**src/rtl/gnss_fix_accuracy_check_defines.svh**
```systemverilog
// ----------------------------------------------------------------------------
// gnss_fix_accuracy_check_defines
// Assertion macros shared by the fix accuracy check.
// The module that uses them provides clk and arst_n.
// ----------------------------------------------------------------------------
`ifndef GNSS_FIX_ACCURACY_CHECK_DEFINES_SVH
`define GNSS_FIX_ACCURACY_CHECK_DEFINES_SVH

// Condition implies property in the same cycle
`define GFAC_ASSERT_IMP(lbl, cond, prop, msg) \
	lbl: assert property (@(posedge clk) disable iff (!arst_n) (cond) |-> (prop)) else $error(msg);

// Condition implies property in the next cycle
`define GFAC_ASSERT_NEXT(lbl, cond, prop, msg) \
	lbl: assert property (@(posedge clk) disable iff (!arst_n) (cond) |=> (prop)) else $error(msg);

`endif

```
**src/rtl/gfac_pkg.sv**
```systemverilog
`timescale 1ns / 1ps
// ----------------------------------------------------------------------------
// gfac_pkg
// Types and constants of the fix accuracy check.
// ----------------------------------------------------------------------------
package gfac_pkg;

	localparam int unsigned DATA_W = 32;
	localparam int unsigned RAD_W  = 64;
	localparam int unsigned ROOT_W = 32;
	localparam int unsigned REM_W  = 35;
	localparam int unsigned T_W    = 35;

	localparam logic [DATA_W-1:0] THRESHOLD_RST = 32'd131072;

	localparam logic FUNC_FIX  = 1'b0;
	localparam logic FUNC_TICK = 1'b1;

	localparam logic [1:0] COV_UNKNOWN = 2'd0;
	localparam logic [1:0] COV_APPROX  = 2'd1;
	localparam logic [1:0] COV_DIAG    = 2'd2;
	localparam logic [1:0] COV_KNOWN   = 2'd3;

	typedef enum logic [3:0] {
		ST_IDLE,
		ST_DIAG_GO,
		ST_DIAG_WAIT,
		ST_MUL_H,
		ST_MUL_B,
		ST_R_GO,
		ST_R_WAIT,
		ST_T_CALC,
		ST_T_GO,
		ST_T_WAIT
	} gfac_state_t;

	typedef enum logic [1:0] {
		SRC_DIAG,
		SRC_Q,
		SRC_T
	} gfac_src_t;

	typedef struct packed {
		logic      load;
		logic      tick;
		logic      clear_fix;
		logic      mul_h;
		logic      mul_b;
		logic      sqrt_start;
		gfac_src_t src;
		logic      calc_t;
		logic      store;
	} gfac_cmd_t;

	typedef struct packed {
		logic       in_func;
		logic [1:0] in_type;
		logic       sqrt_busy;
		logic       sqrt_done;
	} gfac_sts_t;

endpackage

```
**src/rtl/gfac_fix_if.sv**
```systemverilog
`timescale 1ns / 1ps
// ----------------------------------------------------------------------------
// gfac_fix_if
// Input channel: fix messages and tick queries.
// ----------------------------------------------------------------------------
interface gfac_fix_if;
	logic               valid;
	logic               ready;
	logic               func;
	logic [1:0]         cov_type;
	logic signed [31:0] cov_xx;
	logic signed [31:0] cov_xy;
	logic signed [31:0] cov_yy;

	modport source (
		output valid, func, cov_type, cov_xx, cov_xy, cov_yy,
		input  ready
	);

	modport sink (
		input  valid, func, cov_type, cov_xx, cov_xy, cov_yy,
		output ready
	);
endinterface

```
**src/rtl/gfac_res_if.sv**
```systemverilog
`timescale 1ns / 1ps
// ----------------------------------------------------------------------------
// gfac_res_if
// Result channel: fix status answered for each tick.
// ----------------------------------------------------------------------------
interface gfac_res_if;
	logic        valid;
	logic        ready;
	logic        fix_good;
	logic        accuracy_known;
	logic [31:0] accuracy;

	modport source (
		output valid, fix_good, accuracy_known, accuracy,
		input  ready
	);

	modport sink (
		input  valid, fix_good, accuracy_known, accuracy,
		output ready
	);
endinterface

```
**src/rtl/gfac_isqrt.sv**
```systemverilog
`timescale 1ns / 1ps
// ----------------------------------------------------------------------------
// gfac_isqrt
// Radix-2 restoring integer square root, one result bit per cycle.
// ----------------------------------------------------------------------------
`include "gnss_fix_accuracy_check_defines.svh"

module gfac_isqrt (
	input  logic                        clk,
	input  logic                        arst_n,
	input  logic                        start,
	input  logic [gfac_pkg::RAD_W-1:0]  radicand,
	output logic                        busy,
	output logic                        done,
	output logic [gfac_pkg::ROOT_W-1:0] root
);

	localparam logic [4:0] STEP_LAST = 5'(gfac_pkg::ROOT_W - 1);

	logic [gfac_pkg::RAD_W-1:0]  rad_q;
	logic [gfac_pkg::REM_W-1:0]  rem_q;
	logic [gfac_pkg::ROOT_W-1:0] root_q;
	logic [4:0]                  cnt_q;
	logic                        busy_q;
	logic                        done_q;

	logic [gfac_pkg::REM_W-1:0]  rem_sh;
	logic [gfac_pkg::REM_W-1:0]  trial;
	logic                        fits;

	// bring down the next two radicand bits and try root*4+1
	assign rem_sh = {rem_q[gfac_pkg::REM_W-3:0], rad_q[gfac_pkg::RAD_W-1 -: 2]};
	assign trial  = {1'b0, root_q, 2'b01};
	assign fits   = (rem_sh >= trial);

	always_ff @(posedge clk or negedge arst_n) begin
		if (!arst_n) begin
			busy_q <= 1'b0;
			done_q <= 1'b0;
			cnt_q  <= '0;
		end else begin
			done_q <= 1'b0;
			if (start) begin
				busy_q <= 1'b1;
				cnt_q  <= '0;
			end else if (busy_q) begin
				cnt_q <= cnt_q + 5'd1;
				if (cnt_q == STEP_LAST) begin
					busy_q <= 1'b0;
					done_q <= 1'b1;
				end
			end
		end
	end

	always_ff @(posedge clk) begin
		if (start) begin
			rad_q  <= radicand;
			rem_q  <= '0;
			root_q <= '0;
		end else if (busy_q) begin
			rad_q  <= {rad_q[gfac_pkg::RAD_W-3:0], 2'b00};
			rem_q  <= fits ? (rem_sh - trial) : rem_sh;
			root_q <= {root_q[gfac_pkg::ROOT_W-2:0], fits};
		end
	end

	assign busy = busy_q;
	assign done = done_q;
	assign root = root_q;

	`GFAC_ASSERT_NEXT(a_start_busy, start, busy_q, "square root did not start")
	`GFAC_ASSERT_NEXT(a_last_done, busy_q && cnt_q == STEP_LAST && !start, done_q && !busy_q, "square root did not finish after its last step")
	`GFAC_ASSERT_IMP(a_done_idle, done_q, !busy_q, "square root done while still busy")

endmodule

```
**src/rtl/gfac_dp.sv**
```systemverilog
`timescale 1ns / 1ps
// ----------------------------------------------------------------------------
// gfac_dp
// Datapath: operand capture, shared multiplier, square root unit, fix state
// and the result register.
// ----------------------------------------------------------------------------
module gfac_dp (
	input  logic                        clk,
	input  logic                        arst_n,
	input  gfac_pkg::gfac_cmd_t         cmd,
	output gfac_pkg::gfac_sts_t         sts,
	input  logic                        func,
	input  logic [1:0]                  cov_type,
	input  logic signed [31:0]          cov_xx,
	input  logic signed [31:0]          cov_xy,
	input  logic signed [31:0]          cov_yy,
	input  logic                        cfg_wr_en,
	input  logic [31:0]                 cfg_wr_data,
	output logic                        fix_good,
	output logic                        accuracy_known,
	output logic [31:0]                 accuracy
);

	logic [31:0]                 thr_q;
	logic                        fix_seen_q;
	logic                        acc_valid_q;
	logic [31:0]                 acc_q;

	logic signed [31:0]          a_q;
	logic signed [31:0]          d_q;
	logic [31:0]                 uh_q;
	logic [31:0]                 ub_q;
	logic [63:0]                 prod_q;
	logic [61:0]                 quart_q;
	logic [gfac_pkg::T_W-1:0]    t_q;

	logic                        fix_good_q;
	logic                        known_q;
	logic [31:0]                 acc_out_q;

	logic [32:0]                 h_diff;
	logic [32:0]                 h_mag;
	logic [32:0]                 b_mag;
	logic [31:0]                 mul_op;
	logic [63:0]                 mul_res;
	logic signed [31:0]          m_max;
	logic                        m_pos;
	logic                        t_pos;
	logic [gfac_pkg::RAD_W-1:0]  radicand;
	logic                        sqrt_busy;
	logic                        sqrt_done;
	logic [gfac_pkg::ROOT_W-1:0] root;
	logic                        known;

	// magnitudes taken at capture so the multiplier sees clean operands
	assign h_diff = {cov_xx[31], cov_xx} - {cov_yy[31], cov_yy};
	assign h_mag  = h_diff[32] ? (33'd0 - h_diff) : h_diff;
	assign b_mag  = cov_xy[31] ? (33'd0 - {cov_xy[31], cov_xy}) : {1'b0, cov_xy};

	assign mul_op  = cmd.mul_b ? ub_q : uh_q;
	assign mul_res = mul_op * mul_op;

	assign m_max = (a_q > d_q) ? a_q : d_q;
	assign m_pos = !m_max[31] && (m_max != 32'sd0);
	assign t_pos = !t_q[gfac_pkg::T_W-1] && (t_q != '0);

	always_comb begin
		case (cmd.src)
			gfac_pkg::SRC_DIAG: radicand = m_pos ? {16'd0, m_max, 16'd0} : '0;
			gfac_pkg::SRC_Q:    radicand = {2'b00, quart_q} + prod_q;
			gfac_pkg::SRC_T:    radicand = t_pos ? {15'd0, t_q[gfac_pkg::T_W-2:0], 15'd0} : '0;
			default:            radicand = '0;
		endcase
	end

	gfac_isqrt u_isqrt (
		.clk      (clk),
		.arst_n   (arst_n),
		.start    (cmd.sqrt_start),
		.radicand (radicand),
		.busy     (sqrt_busy),
		.done     (sqrt_done),
		.root     (root)
	);

	always_ff @(posedge clk or negedge arst_n) begin
		if (!arst_n) begin
			thr_q       <= gfac_pkg::THRESHOLD_RST;
			fix_seen_q  <= 1'b0;
			acc_valid_q <= 1'b0;
			acc_q       <= '0;
		end else begin
			if (cfg_wr_en) begin
				thr_q <= cfg_wr_data;
			end
			if (cmd.clear_fix) begin
				fix_seen_q  <= 1'b1;
				acc_valid_q <= 1'b0;
				acc_q       <= '0;
			end else if (cmd.store) begin
				fix_seen_q  <= 1'b1;
				acc_valid_q <= 1'b1;
				acc_q       <= root;
			end
		end
	end

	always_ff @(posedge clk) begin
		if (cmd.load) begin
			a_q  <= cov_xx;
			d_q  <= cov_yy;
			uh_q <= h_mag[31:0];
			ub_q <= b_mag[31:0];
		end
		if (cmd.mul_h) begin
			prod_q <= mul_res;
		end
		if (cmd.mul_b) begin
			prod_q  <= mul_res;
			quart_q <= prod_q[63:2];
		end
		if (cmd.calc_t) begin
			t_q <= {{3{a_q[31]}}, a_q} + {{3{d_q[31]}}, d_q} + {2'b00, root, 1'b0};
		end
	end

	assign known = fix_seen_q && acc_valid_q;

	always_ff @(posedge clk) begin
		if (cmd.tick) begin
			fix_good_q <= known && (acc_q <= thr_q);
			known_q    <= known;
			acc_out_q  <= known ? acc_q : '0;
		end
	end

	assign sts.in_func   = func;
	assign sts.in_type   = cov_type;
	assign sts.sqrt_busy = sqrt_busy;
	assign sts.sqrt_done = sqrt_done;

	assign fix_good       = fix_good_q;
	assign accuracy_known = known_q;
	assign accuracy       = acc_out_q;

endmodule

```
**src/rtl/gfac_ctrl.sv**
```systemverilog
`timescale 1ns / 1ps
// ----------------------------------------------------------------------------
// gfac_ctrl
// Controller: sequences a fix through the datapath and owns the handshakes.
// ----------------------------------------------------------------------------
`include "gnss_fix_accuracy_check_defines.svh"

module gfac_ctrl (
	input  logic                clk,
	input  logic                arst_n,
	input  logic                in_valid,
	output logic                in_ready,
	output logic                out_valid,
	input  logic                out_ready,
	input  gfac_pkg::gfac_sts_t sts,
	output gfac_pkg::gfac_cmd_t cmd
);

	gfac_pkg::gfac_state_t state_q;
	gfac_pkg::gfac_state_t state_d;
	logic                  out_valid_q;
	logic                  accept;
	logic                  tick_acc;

	assign in_ready = (state_q == gfac_pkg::ST_IDLE) && (!out_valid_q || out_ready);
	assign accept   = in_valid && in_ready;
	assign tick_acc = accept && (sts.in_func == gfac_pkg::FUNC_TICK);

	always_comb begin
		state_d = state_q;
		case (state_q)
			gfac_pkg::ST_IDLE: begin
				if (accept && sts.in_func == gfac_pkg::FUNC_FIX) begin
					case (sts.in_type)
						gfac_pkg::COV_DIAG:   state_d = gfac_pkg::ST_DIAG_GO;
						gfac_pkg::COV_APPROX: state_d = gfac_pkg::ST_MUL_H;
						gfac_pkg::COV_KNOWN:  state_d = gfac_pkg::ST_MUL_H;
						default:              state_d = gfac_pkg::ST_IDLE;
					endcase
				end
			end
			gfac_pkg::ST_DIAG_GO:   state_d = gfac_pkg::ST_DIAG_WAIT;
			gfac_pkg::ST_DIAG_WAIT: begin
				if (sts.sqrt_done) state_d = gfac_pkg::ST_IDLE;
			end
			gfac_pkg::ST_MUL_H:     state_d = gfac_pkg::ST_MUL_B;
			gfac_pkg::ST_MUL_B:     state_d = gfac_pkg::ST_R_GO;
			gfac_pkg::ST_R_GO:      state_d = gfac_pkg::ST_R_WAIT;
			gfac_pkg::ST_R_WAIT: begin
				if (sts.sqrt_done) state_d = gfac_pkg::ST_T_CALC;
			end
			gfac_pkg::ST_T_CALC:    state_d = gfac_pkg::ST_T_GO;
			gfac_pkg::ST_T_GO:      state_d = gfac_pkg::ST_T_WAIT;
			gfac_pkg::ST_T_WAIT: begin
				if (sts.sqrt_done) state_d = gfac_pkg::ST_IDLE;
			end
			default:                state_d = gfac_pkg::ST_IDLE;
		endcase
	end

	always_comb begin
		cmd = '0;
		cmd.src = gfac_pkg::SRC_DIAG;
		case (state_q)
			gfac_pkg::ST_IDLE: begin
				if (accept) begin
					if (sts.in_func == gfac_pkg::FUNC_TICK) begin
						cmd.tick = 1'b1;
					end else begin
						cmd.load = 1'b1;
						// unknown type: drop the stored accuracy at once
						cmd.clear_fix = (sts.in_type == gfac_pkg::COV_UNKNOWN);
					end
				end
			end
			gfac_pkg::ST_DIAG_GO: begin
				cmd.sqrt_start = 1'b1;
				cmd.src        = gfac_pkg::SRC_DIAG;
			end
			gfac_pkg::ST_DIAG_WAIT: cmd.store = sts.sqrt_done;
			gfac_pkg::ST_MUL_H:     cmd.mul_h = 1'b1;
			gfac_pkg::ST_MUL_B:     cmd.mul_b = 1'b1;
			gfac_pkg::ST_R_GO: begin
				cmd.sqrt_start = 1'b1;
				cmd.src        = gfac_pkg::SRC_Q;
			end
			gfac_pkg::ST_R_WAIT:    cmd.calc_t = 1'b0;
			gfac_pkg::ST_T_CALC:    cmd.calc_t = 1'b1;
			gfac_pkg::ST_T_GO: begin
				cmd.sqrt_start = 1'b1;
				cmd.src        = gfac_pkg::SRC_T;
			end
			gfac_pkg::ST_T_WAIT:    cmd.store = sts.sqrt_done;
			default:                cmd = '0;
		endcase
	end

	always_ff @(posedge clk or negedge arst_n) begin
		if (!arst_n) begin
			state_q     <= gfac_pkg::ST_IDLE;
			out_valid_q <= 1'b0;
		end else begin
			state_q <= state_d;
			// hold the result until it is taken
			if (tick_acc) begin
				out_valid_q <= 1'b1;
			end else if (out_ready) begin
				out_valid_q <= 1'b0;
			end
		end
	end

	assign out_valid = out_valid_q;

	`GFAC_ASSERT_NEXT(a_tick_result, tick_acc, out_valid_q, "tick item gave no result")
	`GFAC_ASSERT_IMP(a_busy_waits, sts.sqrt_busy, state_q == gfac_pkg::ST_DIAG_WAIT || state_q == gfac_pkg::ST_R_WAIT || state_q == gfac_pkg::ST_T_WAIT, "square root busy outside a wait state")
	`GFAC_ASSERT_NEXT(a_r_to_t, state_q == gfac_pkg::ST_R_WAIT && sts.sqrt_done, state_q == gfac_pkg::ST_T_CALC, "discriminant root not followed by eigenvalue sum")

endmodule

```
**src/rtl/gnss_fix_accuracy_check.sv**
```systemverilog
`timescale 1ns / 1ps
// ----------------------------------------------------------------------------
// gnss_fix_accuracy_check
// Qualifies a satellite fix by the horizontal accuracy of its covariance.
//
//  channel  dir  handshake      payload
//  req      in   valid/ready    func, cov_type, cov_xx, cov_xy, cov_yy
//  rsp      out  valid/ready    fix_good, accuracy_known, accuracy
//  cfg      in   cfg_wr_en      cfg_wr_data (accuracy threshold)
//
// A tick or an unknown-type fix is finished on acceptance. A diagonal fix takes one
// root and a full or approximated fix two (discriminant, then eigenvalue sum), each
// of 32 steps in the square root unit.
// Reset clears the fix state and loads a threshold of 2.0 m.
// One item is in work at a time; any item waits while an untaken result holds
// the result register.
// ----------------------------------------------------------------------------
module gnss_fix_accuracy_check (
	input  logic        clk,
	input  logic        arst_n,
	gfac_fix_if.sink    req,
	gfac_res_if.source  rsp,
	input  logic        cfg_wr_en,
	input  logic [31:0] cfg_wr_data
);

	gfac_pkg::gfac_cmd_t cmd;
	gfac_pkg::gfac_sts_t sts;
	logic                in_ready;
	logic                out_valid;

	gfac_ctrl u_ctrl (
		.clk       (clk),
		.arst_n    (arst_n),
		.in_valid  (req.valid),
		.in_ready  (in_ready),
		.out_valid (out_valid),
		.out_ready (rsp.ready),
		.sts       (sts),
		.cmd       (cmd)
	);

	gfac_dp u_dp (
		.clk            (clk),
		.arst_n         (arst_n),
		.cmd            (cmd),
		.sts            (sts),
		.func           (req.func),
		.cov_type       (req.cov_type),
		.cov_xx         (req.cov_xx),
		.cov_xy         (req.cov_xy),
		.cov_yy         (req.cov_yy),
		.cfg_wr_en      (cfg_wr_en),
		.cfg_wr_data    (cfg_wr_data),
		.fix_good       (rsp.fix_good),
		.accuracy_known (rsp.accuracy_known),
		.accuracy       (rsp.accuracy)
	);

	assign req.ready = in_ready;
	assign rsp.valid = out_valid;

endmodule
```
**src/flat_wrapper.sv**
```systemverilog
// flat-port wrapper written by rule: the top's interface ports become plain ports
module gnss_fix_accuracy_check_flat 
  (clk, arst_n, cfg_wr_en, cfg_wr_data, req_valid, req_func, req_cov_type, req_cov_xx, req_cov_xy, req_cov_yy, req_ready, rsp_valid, rsp_fix_good, rsp_accuracy_known, rsp_accuracy, rsp_ready);
  gfac_fix_if req_i ();
  gfac_res_if rsp_i ();
  input  logic clk;
  input  logic arst_n;
  input  logic cfg_wr_en;
  input  logic [31:0] cfg_wr_data;
  input wire logic [$bits(req_i.valid)-1:0] req_valid;
  input wire logic [$bits(req_i.func)-1:0] req_func;
  input wire logic [$bits(req_i.cov_type)-1:0] req_cov_type;
  input wire logic [$bits(req_i.cov_xx)-1:0] req_cov_xx;
  input wire logic [$bits(req_i.cov_xy)-1:0] req_cov_xy;
  input wire logic [$bits(req_i.cov_yy)-1:0] req_cov_yy;
  output wire logic [$bits(req_i.ready)-1:0] req_ready;
  output wire logic [$bits(rsp_i.valid)-1:0] rsp_valid;
  output wire logic [$bits(rsp_i.fix_good)-1:0] rsp_fix_good;
  output wire logic [$bits(rsp_i.accuracy_known)-1:0] rsp_accuracy_known;
  output wire logic [$bits(rsp_i.accuracy)-1:0] rsp_accuracy;
  input wire logic [$bits(rsp_i.ready)-1:0] rsp_ready;
  assign req_i.valid = req_valid;
  assign req_i.func = req_func;
  assign req_i.cov_type = req_cov_type;
  assign req_i.cov_xx = req_cov_xx;
  assign req_i.cov_xy = req_cov_xy;
  assign req_i.cov_yy = req_cov_yy;
  assign req_ready = req_i.ready;
  assign rsp_valid = rsp_i.valid;
  assign rsp_fix_good = rsp_i.fix_good;
  assign rsp_accuracy_known = rsp_i.accuracy_known;
  assign rsp_accuracy = rsp_i.accuracy;
  assign rsp_i.ready = rsp_ready;
  gnss_fix_accuracy_check u_core (.clk(clk), .arst_n(arst_n), .req(req_i), .rsp(rsp_i), .cfg_wr_en(cfg_wr_en), .cfg_wr_data(cfg_wr_data));
endmodule
```
**config.mk**
```make
export PLATFORM = sky130hd
export DESIGN_NAME = gnss_fix_accuracy_check_flat
export DESIGN_NICKNAME = d
export VERILOG_FILES = /design/src/rtl/gfac_pkg.sv /design/src/rtl/gfac_fix_if.sv /design/src/rtl/gfac_res_if.sv /design/src/rtl/gfac_isqrt.sv /design/src/rtl/gfac_dp.sv /design/src/rtl/gfac_ctrl.sv /design/src/rtl/gnss_fix_accuracy_check.sv /design/src/flat_wrapper.sv
export VERILOG_INCLUDE_DIRS = /design/src /design/src/rtl
export SDC_FILE = /design/constraint.sdc
export NUM_CORES = 2
export LEC_CHECK = 0
export BUFFER_PORTS_ARGS = -buffer_cell sky130_fd_sc_hd__buf_2
export CORE_MARGIN = 2
export CORE_UTILIZATION = 50
export CTS_BUF_LIST = sky130_fd_sc_hd__clkbuf_16
export CTS_CLUSTER_DIAMETER = 100
export DETAILED_ROUTE_END_ITERATION = 6
export GPL_TIMING_DRIVEN = 1
export PLACE_DENSITY = 0.69
export SYNTH_ARGS = -nofsm -noshare
export SYNTH_HDL_FRONTEND = slang
export SYNTH_SLANG_ARGS = --single-unit
```
**constraint.sdc**
```tcl
create_clock -name clk -period 12.06 [get_ports clk]
set_input_delay 2.412 -clock clk [delete_from_list [all_inputs] [get_ports clk]]
set_output_delay 2.412 -clock clk [all_outputs]
set_load 0.01 [all_outputs]
```
==> flow_summary_export.csv <==
group,metric,value,unit
sta,finalWorstSetupSlack,1.17,ns
logic_synthesis,avgSynthCellArea,9.79,sq um
detailed_routing,met3_length,10900,um
logic_synthesis,synth_seq_area_share,24.8,%
hold_path,hp-class,"flop to flop",
sta,finalClockSkew,0.0725,ns
worst_setup_path,cpPeakStageDelay,0.74,ns
detailed_routing,via_count,44300,
global_routing,antenna_found_initial,3,
cts,clock_latency,0.69,ns
logic_synthesis,synth_common_cells,"inv_1 (1179), fa_1 (827), ha_1 (519)",
placement,pre_cts_ws,1.42,ns
detailed_routing,met2_length,81200,um
logic_synthesis,synth_edf_count,386,
worst_setup_path,ff2ff_path_depth,36,
sta,fmax,91.8,MHz
worst_setup_path,critPathKind,"flop to flop",
worst_setup_path,worst-path-max-fanout,48,
logic_synthesis,async_flop_share,14.7,%
detailed_routing,drtIter0Drc,3358,
logic_synthesis,syn_nets,7591,
detailed_routing,first_pass_iters,7,
detailed_routing,highest_layer,"met5",
cts,cts_resized,0,
logic_synthesis,synth_cell_type_count,85,
logic_synthesis,syn_inst,6109,
die,coreArea,118000,sq um
cts,post_cts_buffers,0,
global_routing,track_usage,28.8,%
cts,cts_tree,"yes",
cts,cts-htree-levels,2,
sta,worst_pin_slew,1.24,ns
logic_synthesis,synth_top_cell_by_area,"fa_1",
worst_setup_path,slowest_stage,"mux2_2",
die,start_util,50.5,%
sta,maxSlewViolCount,0,
global_routing,grt_max_degree,91,
placement,numPortBuffers,171,
logic_synthesis,synth_top_area_share,27.7,%
detailed_routing,antenna_left,0,
die,rows,126,
sta,period_needed,10.89,ns
detailed_routing,wl_met1,71500,um
placement,dp_hpwl,140000,um
hold_path,hold_depth,0,
sta,relSlewSlack,17.3,%
layout,drive_above_1_share,7.35,%
worst_setup_path,crit_path_end_kind,"flop",
logic_synthesis,ys_top_cells_by_area,"fa_1 (28%), edfxtp_1 (19%), ha_1 (11%)",
detailed_routing,wl_per_cell,22.0,um
cts,clk_pin_slew,0.06,ns
global_routing,grt-ovfl-total,0,
logic_synthesis,synth_ff_type,"edfxtp_1",
layout,nNetsFinal,7703,
cts,cts_root_buf,"clkbuf_16",
cts,numCtsBuffers,61,
die,die_area,122000,sq um
sta,finalSetupViolCount,0,
logic_synthesis,syn_area,59800,sq um
layout,area_growth,8.38,%
sta,min_period_over_period,90.3,%
worst_setup_path,startpoint_type,"flop",
detailed_routing,via_per_inst,5.62,
worst_setup_path,cp_common_cell,"inv_1",
logic_synthesis,synth_seq_cells,529,
cts,cts.sinks,529,
placement,gp_congestion,0.972,
logic_synthesis,synth_warnings,0,
detailed_routing,drcViolationCount,4,
logic_synthesis,yosysMostFrequentCell,"inv_1",
detailed_routing,drt-total-wl,173000,um
run_status,failed_checks,"DRC",
die,pin_count,172,
layout,fin_cells,7874,
die,die_h,350,um
die,die_w,350,um
global_routing,grt_pass1_vias,45800,
cts,clk_path_buf_depth,3,
job,max_cap_viol_count,0,
sta,fin_setup_tns,0,ns
worst_setup_path,worstPathRequired,12.44,ns
sta,hold_viol_final,0,
placement,dp_cells,7758,
run_status,status,"finished with violations",
cts,ctsHoldBuffers,0,
sta,grt_setup_unrepaired,"false",
worst_setup_path,cp_data_arrival_time,11.27,ns
global_routing,grt_pass1_wl,269000,um
-- critical path, delay by kind of cell (launching register included) --
| kind | cells | cell delay [ns] |
|---|---|---|
| compound gates | 10 | 2.67 |
| fa+ha+maj | 9 | 3.95 |
| buf+inv | 11 | 1.42 |
| flops | 1 | 0.50 |
| mux | 1 | 0.74 |
| simple gates | 5 | 1.18 |
-- path summary, 6_finish.rpt --
path,from,endpoint,slack (ns)
worst max-delay path,u_core.u_ctrl.state_q[3]$_DFFE_PN0P_,u_core.u_dp.prod_q[61]$_DFFE_PP_,1.17
worst min-delay path,u_core.u_dp.prod_q[27]$_DFFE_PP_,u_core.u_dp.quart_q[25]$_DFFE_PP_,0.44
worst max register to register,u_core.u_ctrl.state_q[3]$_DFFE_PN0P_,u_core.u_dp.prod_q[61]$_DFFE_PP_,1.17
worst min register to register,u_core.u_dp.prod_q[27]$_DFFE_PP_,u_core.u_dp.quart_q[25]$_DFFE_PP_,0.44
max in group asynchronous,arst_n,u_core.u_dp.u_isqrt.busy$_DFF_PN0_,9.22
min in group asynchronous,arst_n,u_core.u_dp.thr_q[2]$_DFFE_PN0P_,1.53
-- registers in the layout, indices dropped and copies added (netlist names), 4 cells and up --
signal and flops:
u_core.u_dp.a_q 32, u_core.u_ctrl.state_q 4, u_core.u_dp.thr_q 32, u_core.u_dp.d_q 32
u_core.u_dp.ub_q 32, u_core.u_dp.u_isqrt.rem_q 33, u_core.u_dp.accuracy 32, u_core.u_dp.prod_q 63
u_core.u_dp.t_q 35, u_core.u_dp.quart_q 62, u_core.u_dp.u_isqrt.root 32, u_core.u_dp.u_isqrt.cnt_q 5
u_core.u_dp.u_isqrt.rad_q 64, u_core.u_dp.uh_q 32, u_core.u_dp.acc_q 32
-- per-stage QoR --
step	hold slack (ns)	instance area [sq um]	utilization (%)
6_report	0.443	64800	54.7
3_3_place_gp	0.449	62700	52.9
2_1_floorplan	0.433	59800	-
5_1_grt	0.454	64800	54.7
4_1_cts	0.437	64800	54.7
3_5_place_dp	0.454	62700	52.9
-- cells in the final DEF, fill, tap and decap left out, types with 178 or more instances in the layout --
cell      netlist  routed
a21o_1        178     178
o21ai_0       273     273
xnor2_1       183     183
nor2_1        475     470
nand2_1       492     491
ha_1          519     519
fa_1          827     827
inv_1        1179    1186
a21oi_1       265     264
edfxtp_1      386     386
-- final cells by class --
type                       instances  area (sq um)
clock inverter                    51           541
antenna                            1          2.50
inverter                        1190          4470
clock buffer                      64          1600
fill                           10500         53600
multi-input combinational       4182         39800
tap                             1600          2000
timing repair buffer             257          1520
sequential                       529         14800
-- kinds of logic after synthesis --
group                      Yosys count  share of synthesized area, %
AOI/OAI and AO/OA                 1053                          11.2
xor gates and xnor gates           286                          4.19
adders and majority gates         1346                          38.5
buffers and inverters             1398                          8.78
DFF                                529                          24.8
muxes                              117                          2.07
and+or+nand+nor                   1380                          10.4
-- metal layers --
layer  global-route usage [%]  up-vias
met5                        0        -
met1                     37.8    22000
met4                     13.7        4
li1                         -    20200
met2                     47.5     1575
met3                     3.52      406
Power is left out: the tool's default activity adds up to more than one toggle a clock period on the data nets, which glitch-free logic cannot reach.
